===== src/wsdf_pkg.sv =====
// shared constants for the websocket frame deframer
package wsdf_pkg;

  localparam int unsigned ByteW   = 8;
  localparam int unsigned OpcodeW = 4;
  localparam int unsigned KindW   = 2;
  localparam int unsigned LenW    = 64;
  localparam int unsigned KeyW    = 32;
  localparam int unsigned HdrCntW = 3;

  // result kinds
  localparam logic [KindW-1:0] KIND_DATA  = 2'd0;
  localparam logic [KindW-1:0] KIND_EMPTY = 2'd1;
  localparam logic [KindW-1:0] KIND_PONG  = 2'd2;
  localparam logic [KindW-1:0] KIND_ERROR = 2'd3;

  // opcodes with special handling
  localparam logic [OpcodeW-1:0] OP_PING = 4'd9;
  localparam logic [OpcodeW-1:0] OP_PONG = 4'd10;

  // 7-bit length codes that announce an extended length
  localparam logic [6:0] LEN_EXT16 = 7'd126;
  localparam logic [6:0] LEN_EXT64 = 7'd127;

  // extended length and mask key byte counts, minus one
  localparam logic [HdrCntW-1:0] EXT16_BYTES_M1 = 3'd1;
  localparam logic [HdrCntW-1:0] EXT64_BYTES_M1 = 3'd7;
  localparam logic [HdrCntW-1:0] KEY_BYTES_M1   = 3'd3;

endpackage


===== src/websocket_frame_deframer.sv =====
// websocket frame deframer: header parse, unmask and result register
//
// Takes the received stream one byte per word on the s_axis side and splits it into
// websocket frames. The first header byte gives FIN and the opcode, the second the mask
// bit and 7-bit length, optionally followed by a 16-bit or 64-bit big-endian extended
// length and a 4-byte mask key. Payload bytes are unmasked with key byte (index mod 4)
// and leave on m_axis one per word, tlast marking the last byte of a frame. Ping and
// pong payloads are consumed silently; a ping gives a pong request word at its end, an
// empty data-like frame gives one empty-frame word. An opcode of 4..7 or 12..15 gives
// one error word, and every byte after it is dropped until a word with the
// buffer-start flag (s_axis_tuser) comes in, which restarts the parser at the frame
// header. Throughput is one byte per clock: a byte is parsed by combinational logic in
// the cycle it is accepted and its result lands in a single output register, so the
// input stalls only while that register holds a word that m_axis has not taken.
// The result word of an accepted byte appears on m_axis in the cycle after the byte is accepted.
module websocket_frame_deframer (
  input  logic        clk,
  input  logic        rst,
  // input stream
  input  logic        s_axis_tvalid,
  output logic        s_axis_tready,
  input  logic [7:0]  s_axis_tdata,   // [7:0] rx_byte
  input  logic        s_axis_tuser,   // [0] buffer_start
  // result stream
  output logic        m_axis_tvalid,
  input  logic        m_axis_tready,
  output logic [15:0] m_axis_tdata,   // [7:0] payload_byte, [11:8] frame_opcode,
                                      // [12] frame_final, [15:13] zero
  output logic [1:0]  m_axis_tuser,   // [1:0] kind
  output logic        m_axis_tlast    // last_of_frame
);

  // parser phase
  typedef enum logic [2:0] {
    PH_HDR0,
    PH_HDR1,
    PH_EXTLEN,
    PH_MASK,
    PH_PAYLOAD,
    PH_DROP
  } phase_t;

  // parser state
  phase_t                          phase, phase_next;
  logic [wsdf_pkg::HdrCntW-1:0]    hdr_count, hdr_count_next;
  logic [wsdf_pkg::LenW-1:0]       remaining_length, remaining_length_next;
  logic [wsdf_pkg::KeyW-1:0]       mask_key, mask_key_next;
  logic                            mask_present, mask_present_next;
  logic [1:0]                      mask_index, mask_index_next;
  logic [wsdf_pkg::OpcodeW-1:0]    held_opcode, held_opcode_next;
  logic                            held_final, held_final_next;

  // result register
  logic                            out_valid;
  logic [wsdf_pkg::KindW-1:0]      out_kind;
  logic [wsdf_pkg::ByteW-1:0]      out_data;
  logic [wsdf_pkg::OpcodeW-1:0]    out_opcode;
  logic                            out_final;
  logic                            out_last;

  // combinational result of the byte being accepted
  logic                            res_valid;
  logic [wsdf_pkg::KindW-1:0]      res_kind;
  logic [wsdf_pkg::ByteW-1:0]      res_data;
  logic                            res_last;

  phase_t                          phase_eff;
  logic                            s_accept;
  logic                            body_start;   // header done, enter payload or end frame
  logic                            pay_last;
  logic [wsdf_pkg::ByteW-1:0]      rx;
  logic [wsdf_pkg::ByteW-1:0]      key_byte;

  // the output register frees up in the same cycle its word is taken
  assign s_axis_tready = !out_valid || m_axis_tready;
  assign s_accept      = s_axis_tvalid && s_axis_tready;
  assign rx            = s_axis_tdata;

  // buffer start forces the byte to be read as a first header byte
  assign phase_eff = s_axis_tuser ? PH_HDR0 : phase;

  // first key byte received sits on top of the key register
  assign key_byte = mask_key[{~mask_index, 3'b000} +: 8];
  assign pay_last = (remaining_length == wsdf_pkg::LenW'(1));

  always_comb begin
    phase_next            = phase_eff;
    hdr_count_next        = hdr_count;
    remaining_length_next = remaining_length;
    mask_key_next         = mask_key;
    mask_present_next     = mask_present;
    mask_index_next       = mask_index;
    held_opcode_next      = held_opcode;
    held_final_next       = held_final;
    res_valid             = 1'b0;
    res_kind              = wsdf_pkg::KIND_DATA;
    res_data              = '0;
    res_last              = 1'b0;
    body_start            = 1'b0;

    case (phase_eff)
      PH_HDR1: begin
        mask_present_next = rx[7];
        mask_key_next     = '0;
        if (rx[6:0] == wsdf_pkg::LEN_EXT16) begin
          remaining_length_next = '0;
          hdr_count_next        = wsdf_pkg::EXT16_BYTES_M1;
          phase_next            = PH_EXTLEN;
        end else if (rx[6:0] == wsdf_pkg::LEN_EXT64) begin
          remaining_length_next = '0;
          hdr_count_next        = wsdf_pkg::EXT64_BYTES_M1;
          phase_next            = PH_EXTLEN;
        end else begin
          remaining_length_next = wsdf_pkg::LenW'(rx[6:0]);
          if (rx[7]) begin
            hdr_count_next = wsdf_pkg::KEY_BYTES_M1;
            phase_next     = PH_MASK;
          end else begin
            body_start = 1'b1;
          end
        end
      end
      PH_EXTLEN: begin
        remaining_length_next = {remaining_length[wsdf_pkg::LenW-9:0], rx};
        if (hdr_count != '0) begin
          hdr_count_next = hdr_count - 1'b1;
        end else if (mask_present) begin
          hdr_count_next = wsdf_pkg::KEY_BYTES_M1;
          phase_next     = PH_MASK;
        end else begin
          body_start = 1'b1;
        end
      end
      PH_MASK: begin
        mask_key_next = {mask_key[wsdf_pkg::KeyW-9:0], rx};
        if (hdr_count != '0) begin
          hdr_count_next = hdr_count - 1'b1;
        end else begin
          body_start = 1'b1;
        end
      end
      PH_PAYLOAD: begin
        mask_index_next       = mask_index + 1'b1;
        remaining_length_next = remaining_length - 1'b1;
        if (pay_last) begin
          phase_next = PH_HDR0;
        end
        if (held_opcode == wsdf_pkg::OP_PING) begin
          res_valid = pay_last;
          res_kind  = wsdf_pkg::KIND_PONG;
          res_last  = 1'b1;
        end else if (held_opcode != wsdf_pkg::OP_PONG) begin
          res_valid = 1'b1;
          res_kind  = wsdf_pkg::KIND_DATA;
          res_data  = mask_present ? (rx ^ key_byte) : rx;
          res_last  = pay_last;
        end
      end
      PH_DROP: begin
        phase_next = PH_DROP;
      end
      default: begin
        held_final_next  = rx[7];
        held_opcode_next = rx[3:0];
        hdr_count_next   = '0;
        mask_index_next  = '0;
        if (rx[3:0] inside {[4'd4:4'd7], [4'd12:4'd15]}) begin
          phase_next = PH_DROP;
          res_valid  = 1'b1;
          res_kind   = wsdf_pkg::KIND_ERROR;
          res_last   = 1'b1;
        end else begin
          phase_next = PH_HDR1;
        end
      end
    endcase

    // end of header: payload follows, or the frame is empty
    if (body_start) begin
      mask_index_next = '0;
      if (remaining_length_next != '0) begin
        phase_next = PH_PAYLOAD;
      end else begin
        phase_next = PH_HDR0;
        if (held_opcode == wsdf_pkg::OP_PING) begin
          res_valid = 1'b1;
          res_kind  = wsdf_pkg::KIND_PONG;
          res_last  = 1'b1;
        end else if (held_opcode != wsdf_pkg::OP_PONG) begin
          res_valid = 1'b1;
          res_kind  = wsdf_pkg::KIND_EMPTY;
          res_last  = 1'b1;
        end
      end
    end
  end

  always_ff @(posedge clk) begin
    if (rst) begin
      phase            <= PH_HDR0;
      hdr_count        <= '0;
      remaining_length <= '0;
      mask_key         <= '0;
      mask_present     <= 1'b0;
      mask_index       <= '0;
      held_opcode      <= '0;
      held_final       <= 1'b0;
      out_valid        <= 1'b0;
    end else begin
      if (s_accept) begin
        phase            <= phase_next;
        hdr_count        <= hdr_count_next;
        remaining_length <= remaining_length_next;
        mask_key         <= mask_key_next;
        mask_present     <= mask_present_next;
        mask_index       <= mask_index_next;
        held_opcode      <= held_opcode_next;
        held_final       <= held_final_next;
      end
      // load a new word, or drop the one just taken
      if (s_accept && res_valid) begin
        out_valid <= 1'b1;
      end else if (m_axis_tready) begin
        out_valid <= 1'b0;
      end
    end
  end

  // result payload, loaded only with a new word
  always_ff @(posedge clk) begin
    if (s_accept && res_valid) begin
      out_kind   <= res_kind;
      out_data   <= res_data;
      out_opcode <= held_opcode_next;
      out_final  <= held_final_next;
      out_last   <= res_last;
    end
  end

  assign m_axis_tvalid = out_valid;
  assign m_axis_tdata  = {3'b000, out_final, out_opcode, out_data};
  assign m_axis_tuser  = out_kind;
  assign m_axis_tlast  = out_last;

  // non-data words always close a frame and carry no byte
  assert property (@(posedge clk) disable iff (rst)
    (m_axis_tvalid && m_axis_tuser != wsdf_pkg::KIND_DATA) |->
      (m_axis_tlast && m_axis_tdata[7:0] == 8'h00))
    else $error("control word without last mark or with nonzero byte");

  // payload phase never runs with nothing left to receive
  assert property (@(posedge clk) disable iff (rst)
    (phase == PH_PAYLOAD) |-> (remaining_length != '0))
    else $error("payload phase with zero remaining length");

  // the last payload byte sends the parser back to the header
  assert property (@(posedge clk) disable iff (rst)
    (s_accept && !s_axis_tuser && phase == PH_PAYLOAD && pay_last) |=>
      (phase == PH_HDR0))
    else $error("parser did not return to header after last payload byte");

  // once dropping, bytes without buffer start give no words
  assert property (@(posedge clk) disable iff (rst)
    (s_accept && !s_axis_tuser && phase == PH_DROP) |-> !res_valid)
    else $error("result produced while dropping");

  // an error word is always followed by the drop phase
  assert property (@(posedge clk) disable iff (rst)
    (s_accept && res_valid && res_kind == wsdf_pkg::KIND_ERROR) |=>
      (phase == PH_DROP))
    else $error("error word without entering drop phase");

endmodule

===== config.mk =====
export PLATFORM = sky130hd
export DESIGN_NAME = websocket_frame_deframer
export DESIGN_NICKNAME = d
export VERILOG_FILES = /design/src/wsdf_pkg.sv /design/src/websocket_frame_deframer.sv
export SDC_FILE = /design/constraint.sdc
export NUM_CORES = 1
export LEC_CHECK = 0
export BUFFER_PORTS_ARGS = -buffer_cell sky130_fd_sc_hd__buf_2
export CORE_MARGIN = 1
export CORE_UTILIZATION = 65
export CTS_BUF_LIST = sky130_fd_sc_hd__clkbuf_2
export DETAILED_ROUTE_END_ITERATION = 6
export PLACE_DENSITY = 0.83
export SETUP_SLACK_MARGIN = 0.3
export SLEW_MARGIN = 10
export SYNTH_ARGS = -nofsm -noshare
export SYNTH_HDL_FRONTEND = slang
export SYNTH_SLANG_ARGS = --single-unit

===== constraint.sdc =====
create_clock -name clk -period 6.9 [get_ports clk]
set_input_delay 1.38 -clock clk [delete_from_list [all_inputs] [get_ports clk]]
set_output_delay 1.38 -clock clk [all_outputs]
set_load 0.05 [all_outputs]

==> run summary <==
Synth Area in Compound Gates - 25.4%
Post_cts resized - 0
PwrDens - 201 nW/um^2
Max Fanout on Critical Path - 16
CP max-delay cell - nor3_1
Area contributors post-synth - dfxtp_1 (25%), nor2_1 (6.4%), edfxtp_1 (5.4%)
Largest net degree at the start of global routing - 112
Full die area - 14100 um^2
CP Capture Type - flop
FMAX - 184 MHz
Simple-gate area share of the yosys netlist - 32.0%
Root Buffer - clkbuf_2
Distinct cell type count after synthesis - 84
Crit path cell chain - nor4_1, nand4_1, nor3_1, o21ai_0, a21bo_2, nor4_1, nand4_1, nor4_1, a21boi_1, a21oi_1, buf_4
Multi-input gate area - 5620 um^2
Setup violations, final - 0
Register area share after synthesis - 30.5%
Ys Warns - 0
Share of layout cells above drive strength 1 - 10.2%
Drt wl/cell - 23.6 um
Row count - 42
Vias in the first global route - 8564
Worst hold-check path type - reg -> reg
FF+latch area - 2700 um^2
Slew Viols, Final - 0
CTS tree - built
DRC viols - 13
Post-CTS setup repair buffer count - 0
Die H - 119 um
Synth Register Bits - 127
Max VDD drop - 216 uV
Adder-Cell Fraction of Synth Area - 0.565%
Largest family of logic cells by synthesized area - simple AND/OR/NAND/NOR gates
Violated checks - DRC
WP data required - 7.37 ns
DRT Pass-1 Iters - 7
EDFF count, synth - 16
Drt first-iter violations - 1715
Initial antenna violation count - 1
Gp weighted congestion - 1.06
Clk sinks - 127
Mean Syn Cell Area - 7.41 um^2
Post-Syn Instances - 1196
Fraction of registers with async set/reset - 0%
DRT antenna net count - 0
Reg clk slew, reported paths - 0.22 ns
Crit-path leading delay family - simple AND/OR/NAND/NOR gates
First-pass GRT wire length - 48.3 mm
Worst Clk Skew - 0.0331 ns
Num CTS Buffers - 17
CTS Buffer Depth - 2
Count leader, synth - nor2_1
CP dominant cell by count - nor4_1
Top cell type by total area after synthesis - dfxtp_1
Post-synthesis mux area share - 3.22%
Post-synthesis cell area - 8860 um^2
Status - finished, violations left
CTS H-Tree Depth - 4
LEAKAGE - 3.11 nW
Detail Placement HPWL - 21.7 mm
Tmin final - 5.43 ns
Max-cap violations - 0
I/O Pins - 34
Critical path type - reg -> reg
Die width - 119 um
Commonest cells in the netlist - nor2_1 (151), nand2_1 (115), dfxtp_1 (111)
Post-synth top flop - dfxtp_1
WP buf/inv - 1
Least-Margin Pin Slew - 1.23 ns
Overflow after GRT - 0
Final nets - 1156
Initial Util - 66.9%
Core Area - 13200 um^2
RSZ-0062 raised after global routing - false
IO buf count - 30
Hold Buf Count CTS - 0
TNS Setup - 0 ns
Total wire length - 31.3 mm
Fill cells - 1169
Post-synth top area share - 25.1%
Largest stage delay, worst path - 1.15 ns
Vias per inst - 7.37
Synth Area in XOR/XNOR - 1.88%
Final Cycle Share - 78.7%
Syn-to-layout area delta - 2.92%
Startpoint Class - flop
Clk_lat worst skew - 0.75 ns
Arr. time, crit path - 5.90 ns
Slew HR - 17.2%
GRT Total Usage - 44.3%
Final Hold Vio Count - 0
Total power after layout - 1.84 mW
Via count - 9789
==> routing by layer <==
metal  wire, um  vias up  share of wire, %  GRT usage (%)
met3       4600      162                15           14.1
met2      12500      791                40           61.1
met5          0        -                 0              0
met4       1570        0               5.0           20.8
met1      12600     4455                40           62.0
li1           -     4381                 -              -
==> report_power, final <==
part / internal (mW) / switching, mW
Sequential: 0.782 / 0.0655
Clock: 0.142 / 0.340
Combinational: 0.155 / 0.351
Total: 1.08 / 0.756
==> sequential cells by signal (all words and copies together) (netlist names), 2 cells and up <==
signal	flops
hdr_count	3
held_opcode	4
m_axis_tuser	2
mask_index	2
mask_key	32
out_data	8
out_opcode	4
phase	3
remaining_length	64
==> worst register-to-register path, stage by stage (launching register included) <==
cell,delay [ns]
dfxtp_1,0.51
nor4_1,0.70
nand4_1,0.60
nor3_1,1.16
o21ai_0,0.18
a21bo_2,0.27
nor4_1,0.24
nand4_1,0.42
nor4_1,0.50
a21boi_1,0.16
a21oi_1,0.17
buf_4,0.25
==> worst paths after layout <==
check	from	endpoint	slack (ns)	depth (start not counted)
setup / recovery	remaining_length[4]	out_opcode[1]	1.47	11
hold / removal	mask_key[28]	mask_key[28]	0.47	2
setup reg to reg	remaining_length[4]	out_opcode[1]	1.47	11
hold reg to reg	mask_key[28]	mask_key[28]	0.47	2
==> layout by cell type (no fill, tap or decap), drive strengths merged, types with 7 or more instances in the layout <==
cell type  synthesis  final
nand3             59     59
nor4              39     39
a31oi             16     16
edfxtp            16     16
nor2             151    151
and3              17     17
inv               19     26
buf               16     45
nand3b             7      7
xor2              14     14
a221oi            12     12
and4               7      7
o311a              8      8
a22oi             16     16
or4               18     18
mux4               8      8
dfxtp            111    111
nand4             26     26
nand2            116    116
o31ai             12     12
nor3              52     52
or3               13     13
a21oi             85     85
a211oi            41     41
o21ai             62     62
a311oi             8      8
clkbuf           107     17
or2                7      7
==> final cells by class <==
| class | count | area share, % |
|---|---|---|
| well taps | 176 | 2.41 |
| flip-flops and latches | 127 | 29.7 |
| repair buffers | 45 | 2.91 |
| multi-input cells | 929 | 61.6 |
| diodes | 1 | 0.0274 |
| clock inverters | 15 | 1.67 |
| inverters | 19 | 0.782 |
| clock buffers | 17 | 0.933 |
==> through the flow <==
| stage | hold slack, ns | utilization [%] | area (um^2) | cells | setup slack [ns] |
|---|---|---|---|---|---|
| 3_5_place_dp | 0.446 | 67.0 | 8880 | 1296 | 1.57 |
| 4_1_cts | 0.468 | 68.8 | 9120 | 1328 | 1.80 |
| 3_3_place_gp | 0.437 | 67.0 | 8880 | 1296 | 1.62 |
| 2_1_floorplan | 0.429 | - | 8870 | 1198 | 1.87 |
| 5_1_grt | 0.486 | 68.9 | 9120 | 1329 | 1.16 |
| 6_report | 0.468 | 68.9 | 9120 | 1329 | 1.47 |
==> cell families (layout without fill, tap and decap cells) <==
family          Yosys count  in the layout
other cells               1              4
fa+ha+maj                 4              4
flops                   127            127
simple gates            554            554
buf+inv                 142             96
xor+xnor                 19             19
compound gates          331            331
mux                      18             18
Power figures use the tool's default switching activity.
